`src/rtl/rpn_pkg.sv`:
```
`timescale 1ns / 1ps
// Package for the registry path normalizer: limits, codes, state and result types.
// Used by every module of the block and by rpn_out_if; depends on nothing.
package rpn_pkg;

  // String length limits per mode
  localparam int KEY_MAX_BYTES  = 256;
  localparam int NAME_MAX_BYTES = 256;

  // Reported length saturates at this value
  localparam int LEN_W   = 9;
  localparam int LEN_CAP = (1 << LEN_W) - 1;

  // Internal byte count must hold more than either limit and the length cap
  localparam int MAX_BYTES = (KEY_MAX_BYTES > NAME_MAX_BYTES) ? KEY_MAX_BYTES : NAME_MAX_BYTES;
  localparam int CNT_LIM   = (MAX_BYTES > LEN_CAP) ? MAX_BYTES : LEN_CAP;
  localparam int CNT_W     = $clog2(CNT_LIM + 1) + 1;

  // Accepted root keys, first byte in the high byte
  localparam logic [31:0] ROOT_HKLM = 32'h484B_4C4D;
  localparam logic [31:0] ROOT_HKCU = 32'h484B_4355;
  localparam logic [31:0] ROOT_HKCR = 32'h484B_4352;
  localparam logic [31:0] ROOT_HKCC = 32'h484B_4343;
  localparam logic [31:0] ROOT_HKU  = 32'h0048_4B55;

  // Character codes
  localparam logic [7:0] CH_CTRL_END = 8'h20;
  localparam logic [7:0] CH_DEL      = 8'h7F;
  localparam logic [7:0] CH_BSLASH   = 8'h5C;
  localparam logic [7:0] CH_COLON    = 8'h3A;
  localparam logic [7:0] CH_DOT      = 8'h2E;
  localparam logic [7:0] CH_LOWER_A  = 8'h61;
  localparam logic [7:0] CH_LOWER_Z  = 8'h7A;
  localparam logic [7:0] CASE_OFFSET = 8'h20;

  // Mode register values
  localparam logic MODE_KEY  = 1'b0;
  localparam logic MODE_NAME = 1'b1;

  typedef enum logic [1:0] {
    VERD_OK       = 2'd0,
    VERD_BAD_KEY  = 2'd1,
    VERD_BAD_NAME = 2'd2
  } verdict_t;

  // One result item
  typedef struct packed {
    logic [7:0]       out_char;
    logic             done_res;
    verdict_t         verdict;
    logic [LEN_W-1:0] string_length;
  } result_t;

  // Running per-string state
  typedef struct packed {
    logic             error_seen;
    logic [CNT_W-1:0] byte_count;
    logic [1:0]       comp_len;
    logic             comp_all_dots;
    logic [31:0]      root_chars;
    logic [2:0]       root_len;
    logic             root_closed;
  } scan_state_t;

  localparam scan_state_t SCAN_CLEAR = '{
    error_seen:    1'b0,
    byte_count:    '0,
    comp_len:      2'd0,
    comp_all_dots: 1'b1,
    root_chars:    32'h0,
    root_len:      3'd0,
    root_closed:   1'b0
  };

  // Map a-z to A-Z
  function automatic logic [7:0] to_upper(input logic [7:0] c);
    logic [7:0] r;
    r = c;
    if (c >= CH_LOWER_A && c <= CH_LOWER_Z) begin
      r = c - CASE_OFFSET;
    end
    return r;
  endfunction

  // Characters forbidden under the given mode
  function automatic logic byte_is_bad(input logic [7:0] c, input logic mode);
    logic bad;
    bad = 1'b0;
    if (c < CH_CTRL_END || c >= CH_DEL) begin
      bad = 1'b1;
    end
    if (c inside {8'h2F, 8'h2A, 8'h3F, 8'h22, 8'h3C, 8'h3E, 8'h7C}) begin
      bad = 1'b1;
    end
    if (mode == MODE_KEY && c == CH_COLON) begin
      bad = 1'b1;
    end
    if (mode == MODE_NAME && c == CH_BSLASH) begin
      bad = 1'b1;
    end
    return bad;
  endfunction

  // Component is "." or ".."
  function automatic logic comp_is_dot(input logic [1:0] len, input logic all_dots);
    return all_dots && (len == 2'd1 || len == 2'd2);
  endfunction

  function automatic logic root_ok(input logic [31:0] chars, input logic [2:0] len);
    logic ok;
    ok = 1'b0;
    if (len == 3'd4) begin
      ok = (chars == ROOT_HKLM) || (chars == ROOT_HKCU) ||
           (chars == ROOT_HKCR) || (chars == ROOT_HKCC);
    end else if (len == 3'd3) begin
      ok = (chars == ROOT_HKU);
    end
    return ok;
  endfunction

endpackage

```
`src/rtl/rpn_scan.sv`:
```
`timescale 1ns / 1ps
// Running string state and the single-pass check of one byte.
// Depends on rpn_pkg for the state and result types and character tests.
module rpn_scan
  import rpn_pkg::*;
(
  input  logic       clk,
  input  logic       rst_n,
  input  logic       take,
  input  logic       name_mode,
  input  logic [7:0] in_char,
  input  logic       is_last,
  input  logic       no_char,
  output result_t    res
);

  scan_state_t st_r, st_nxt;
  scan_state_t upd;
  logic [7:0]  up;
  logic        bad_end;

  // Fold one byte into the state and form the result
  always_comb begin
    up  = to_upper(in_char);
    upd = st_r;
    if (!no_char) begin
      if (st_r.byte_count != '1) begin
        upd.byte_count = st_r.byte_count + 1'b1;
      end
      if (byte_is_bad(in_char, name_mode)) begin
        upd.error_seen = 1'b1;
      end
      if (name_mode == MODE_KEY && in_char == CH_BSLASH) begin
        // close the component
        if (st_r.comp_len == 2'd0 || comp_is_dot(st_r.comp_len, st_r.comp_all_dots)) begin
          upd.error_seen = 1'b1;
        end
        upd.root_closed   = 1'b1;
        upd.comp_len      = 2'd0;
        upd.comp_all_dots = 1'b1;
      end else begin
        if (st_r.comp_len != 2'd3) begin
          upd.comp_len = st_r.comp_len + 2'd1;
        end
        if (up != CH_DOT) begin
          upd.comp_all_dots = 1'b0;
        end
        if (!st_r.root_closed) begin
          if (st_r.root_len < 3'd4) begin
            upd.root_chars = {st_r.root_chars[23:0], up};
          end
          if (st_r.root_len < 3'd5) begin
            upd.root_len = st_r.root_len + 3'd1;
          end
        end
      end
    end

    // End-of-string checks under the current mode
    bad_end = upd.error_seen;
    if (name_mode == MODE_KEY) begin
      if (upd.byte_count > CNT_W'(KEY_MAX_BYTES)) bad_end = 1'b1;
      if (upd.byte_count == '0 || upd.comp_len == 2'd0) bad_end = 1'b1;
      if (comp_is_dot(upd.comp_len, upd.comp_all_dots)) bad_end = 1'b1;
      if (!root_ok(upd.root_chars, upd.root_len)) bad_end = 1'b1;
    end else begin
      if (upd.byte_count > CNT_W'(NAME_MAX_BYTES)) bad_end = 1'b1;
      if (upd.byte_count != '0 && comp_is_dot(upd.comp_len, upd.comp_all_dots)) begin
        bad_end = 1'b1;
      end
    end

    res.out_char      = no_char ? 8'h00 : up;
    res.done_res      = is_last;
    res.verdict       = VERD_OK;
    res.string_length = '0;
    if (is_last) begin
      if (bad_end) begin
        res.verdict = (name_mode == MODE_KEY) ? VERD_BAD_KEY : VERD_BAD_NAME;
      end
      res.string_length = (upd.byte_count > CNT_W'(LEN_CAP)) ? LEN_W'(LEN_CAP)
                                                             : upd.byte_count[LEN_W-1:0];
    end

    // Clear after the last byte, hold when idle
    st_nxt = st_r;
    if (take) begin
      st_nxt = is_last ? SCAN_CLEAR : upd;
    end
  end

  // Hold the running state
  always_ff @(posedge clk) begin
    if (!rst_n) begin
      st_r <= SCAN_CLEAR;
    end else begin
      st_r <= st_nxt;
    end
  end

endmodule

```
`config.mk`:
```
export PLATFORM = sky130hd
export DESIGN_NAME = rpn_scan
export DESIGN_NICKNAME = d
export VERILOG_FILES = /design/src/rtl/rpn_pkg.sv /design/src/rtl/rpn_scan.sv
export SDC_FILE = /design/constraint.sdc
export NUM_CORES = 1
export LEC_CHECK = 0
export ABC_AREA = 1
export BUFFER_PORTS_ARGS = -buffer_cell sky130_fd_sc_hd__buf_2
export CAP_MARGIN = 25
export CORE_ASPECT_RATIO = 0.8
export CORE_MARGIN = 2
export CORE_UTILIZATION = 45
export CTS_BUF_LIST = sky130_fd_sc_hd__clkbuf_16
export DETAILED_ROUTE_END_ITERATION = 16
export GPL_TIMING_DRIVEN = 0
export PLACE_DENSITY = 0.69
export SLEW_MARGIN = 30
export SYNTH_ARGS = -nofsm -noshare
export SYNTH_HDL_FRONTEND = slang
export SYNTH_SLANG_ARGS = --single-unit
```
`constraint.sdc`:
```
create_clock -name clk -period 2.45 [get_ports clk]
set_clock_uncertainty 0.2 [all_clocks]
set_input_delay 0.1225 -clock clk [delete_from_list [all_inputs] [get_ports clk]]
set_output_delay 0.1225 -clock clk [all_outputs]
set_load 0.005 [all_outputs]
```
==> impl_metrics.env <==
export IMPL_worst_path_largest_cell_delay_ps=360
export IMPL_final_design_area_no_fill_um2=4470
export IMPL_rrSetupSlack_ps=490
export IMPL_total_power_uw=2140
export IMPL_route_met3_wl_um=704
export IMPL_fin_ws_ps=-134
export IMPL_critical_path_top_delay_family="simple AND/OR/NAND/NOR gates"
export IMPL_die_x_um=104
export IMPL_grt_pass1_wl_mm=17.8
export IMPL_ys_types=37
export IMPL_drc_errors=0
export IMPL_ff2ff_path_depth=9
export IMPL_dr_pass1_iters=7
export IMPL_layout_drive_gt1_share_pct=21.5
export IMPL_syn_inst=606
export IMPL_crit_slowest_cell="dfxtp_2"
export IMPL_final_common_cell="nand2_1"
export IMPL_r2r_end="st_r[42]"
export IMPL_hold_viol_final=0
export IMPL_wl_met2_mm=4.93
export IMPL_io_pins=34
export IMPL_final_nets=683
export IMPL_hp_class="input pin to flop"
export IMPL_utilization_pct=56.7
export IMPL_worstReg2RegStart="st_r[40]"
export IMPL_clk_pin_slew_ps=70
export IMPL_grt_pass1_vias=3751
export IMPL_place_worst_setup_slack_ps=-90.7
export IMPL_numCtsBuffers=5
export IMPL_max_cap_viol_count=0
export IMPL_slew_headroom_pct=59.8
export IMPL_top_register="st_r"
export IMPL_fp_coreArea_um2=7870
export IMPL_top_layer_used="met4"
export IMPL_dieArea_um2=8770
export IMPL_synthTopCellsByArea="dfxtp_1 (28%), nand2_1 (22%), a21oi_1 (7.8%)"
export IMPL_reg_top3="st_r x50"
export IMPL_synth_enable_flop_cells=0
export IMPL_antenna_found_initial=0
export IMPL_routed_wirelength_mm=11.0
export IMPL_avgSynthCellArea_um2=5.97
export IMPL_dpl_hpwl_mm=7.58
export IMPL_worstPathRequired_ps=2130
export IMPL_synthArstFlopShare_pct=0
export IMPL_cp_arrival_ps=2260
export IMPL_antenna_cells=0
export IMPL_path_buf_inv=2
export IMPL_ir_worst_vdd_mv=0.376
export IMPL_cts_tree="built"
export IMPL_critPathCaptureType="output port"
export IMPL_place_area_um2=3900
export IMPL_setup_viol=2
export IMPL_routabilityCongestion=0.910
export IMPL_cts_sinks=50
export IMPL_wl_met1_mm=5.12
export IMPL_clk_latency_ps=290
export IMPL_synth_top_area_cell="dfxtp_1"
export IMPL_overflow=0
export IMPL_place_port_buffers=30
export IMPL_cts_root_buf="clkbuf_16"
export IMPL_yosys_register_bits=50
export IMPL_fin_crit_sh_pct=105
export IMPL_syn_nets=626
export IMPL_area_growth_pct=23.5
export IMPL_holdPathStages=3
export IMPL_crit_type="flop to output port"
export IMPL_drt_wirelength_per_cell_um=14.2
export IMPL_final_cell_mix="nand2_1 (202), inv_1 (58), a21oi_1 (56)"
export IMPL_drv_slew=0
export IMPL_initial_utilization_pct=45.9
export IMPL_fin_tns_setup_ps=-222
export IMPL_h_tree_depth=2
export IMPL_powerDensity_nw_per_um2=479
export IMPL_dr_total_vias=4088
export IMPL_violations="setup timing"
export IMPL_status="finished with violations"
export IMPL_worstHoldEndpoint="st_r[36]"
export IMPL_fmax_mhz=387
export IMPL_dominantRegCellSynth="dfxtp_1"
export IMPL_grt_max_degree=16
export IMPL_die_h_um=84.2
export IMPL_cp_max_fo=6
export IMPL_via_per_inst=5.30
export IMPL_ys_seq_area_share_pct=27.7
export IMPL_startpoint_type="flop"
export IMPL_worst_slew_pin_transition_ps=603
export IMPL_grt_setup_unrepaired="yes"
export IMPL_first_iter_violations=227
export IMPL_cpMostUsedCell="nand2_1"
export IMPL_yosysWarnings=0
export IMPL_p_leak_uw=0.00199
export IMPL_crit_chain="ha_4 -> nand2_4 -> nor3_4 -> nand4_1 -> buf_4 -> nand3_1 -> o21ai_2 -> nand2_1 -> nor2_2 -> nand2_1 -> nand2_2 -> nand2_1 -> nor2_1 -> a21oi_1 -> buf_2"
export IMPL_syn_area_um2=3620
export IMPL_grtUsageTotal_pct=25.0
export IMPL_largest_register_ff_count=50
export IMPL_ant_nets=0
export IMPL_num_rows=29
export IMPL_period_needed_ps=2580
export IMPL_cts_buffer_depth=2
export IMPL_synth_top_area_share_pct=27.7
export IMPL_hold_start="is_last"
-- worst max-delay path by stage --
stage | from | to | slack [ps] | cells after the start
after floorplan | st_r[39] | res[9] | 310 | 12
after global placement | st_r[39] | res[9] | -40 | 14
after detailed placement | st_r[39] | res[9] | -90 | 14
after CTS | st_r[0] | res[9] | -20 | 17
after global routing | st_r[40] | res[9] | -280 | 14
final | st_r[40] | res[9] | -130 | 15
-- cells by family after synthesis --
| group | synth area share, % |
|---|---|
| and+or+nand+nor | 42.4 |
| adders and majority gates | 2.08 |
| xor gates and xnor gates | 1.70 |
| AOI/OAI and AO/OA | 14.3 |
| DFF | 27.7 |
| buffers and inverters | 11.9 |
-- layer usage --
metal / up-vias / global-route usage [%]
met2: 138 / 41.3
met4: 0 / 8.23
met5: - / 0
li1: 2064 / -
met1: 1862 / 33.3
met3: 24 / 4.74
-- worst reg2reg max path, delay by kind of cell (launching register included) --
family          cells  cell delay, ps
compound gates      2             200
simple gates        5             790
flops               1             360
fa+ha+maj           1             160
buf+inv             1             170
-- Yosys cell counts (4+ instances only) --
library cell and n:
a21oi_1 56, buf_2 7, buf_6 4, clkbuf_1 15, dfxtp_1 50, ha_1 6
inv_1 62, inv_2 9, nand2_1 209, nand2_2 8, nand3_1 39, nand4_1 22
nor2_1 53, nor3_1 5, o21ai_0 11, o21ai_2 8, o22ai_1 6, or2_2 5
xor2_1 6
-- per-stage QoR --
stage	std cells	hold slack [ps]
2_1_floorplan	606	40.0
3_3_place_gp	744	160
3_5_place_dp	744	164
4_1_cts	767	22.2
5_1_grt	772	42.7
6_report	772	35.1
-- repair_timing --
| action | 4_1_cts | 5_1_grt |
|---|---|---|
| resized for setup | 46 | 11 |
| pin swaps | 10 | 12 |
| buffers inserted | 11 | 6 |
| endpoints found under the hold margin | 3 | 0 |
| cloned | 3 | 0 |
| setup endpoints to repair | 8 | 2 |
| hold buffers | 1 | 0 |
-- area by class of cell --
| type | instances | area (um2) |
|---|---|---|
| flip-flops and latches | 50 | 1010 |
| inverters | 72 | 273 |
| repair buffers | 49 | 353 |
| well taps | 108 | 135 |
| clock buffers | 5 | 125 |
| clock inverters | 3 | 63.8 |
| multi-input cells | 456 | 2320 |
| plain buffers | 29 | 180 |
| fillers | 773 | 3410 |
-- power breakdown --
part	internal [uW]	switching, uW
clock	582	317
combinational	143	253
sequential	830	16.2
total	1550	586
Note: power is estimated with default switching activity, not from simulation.
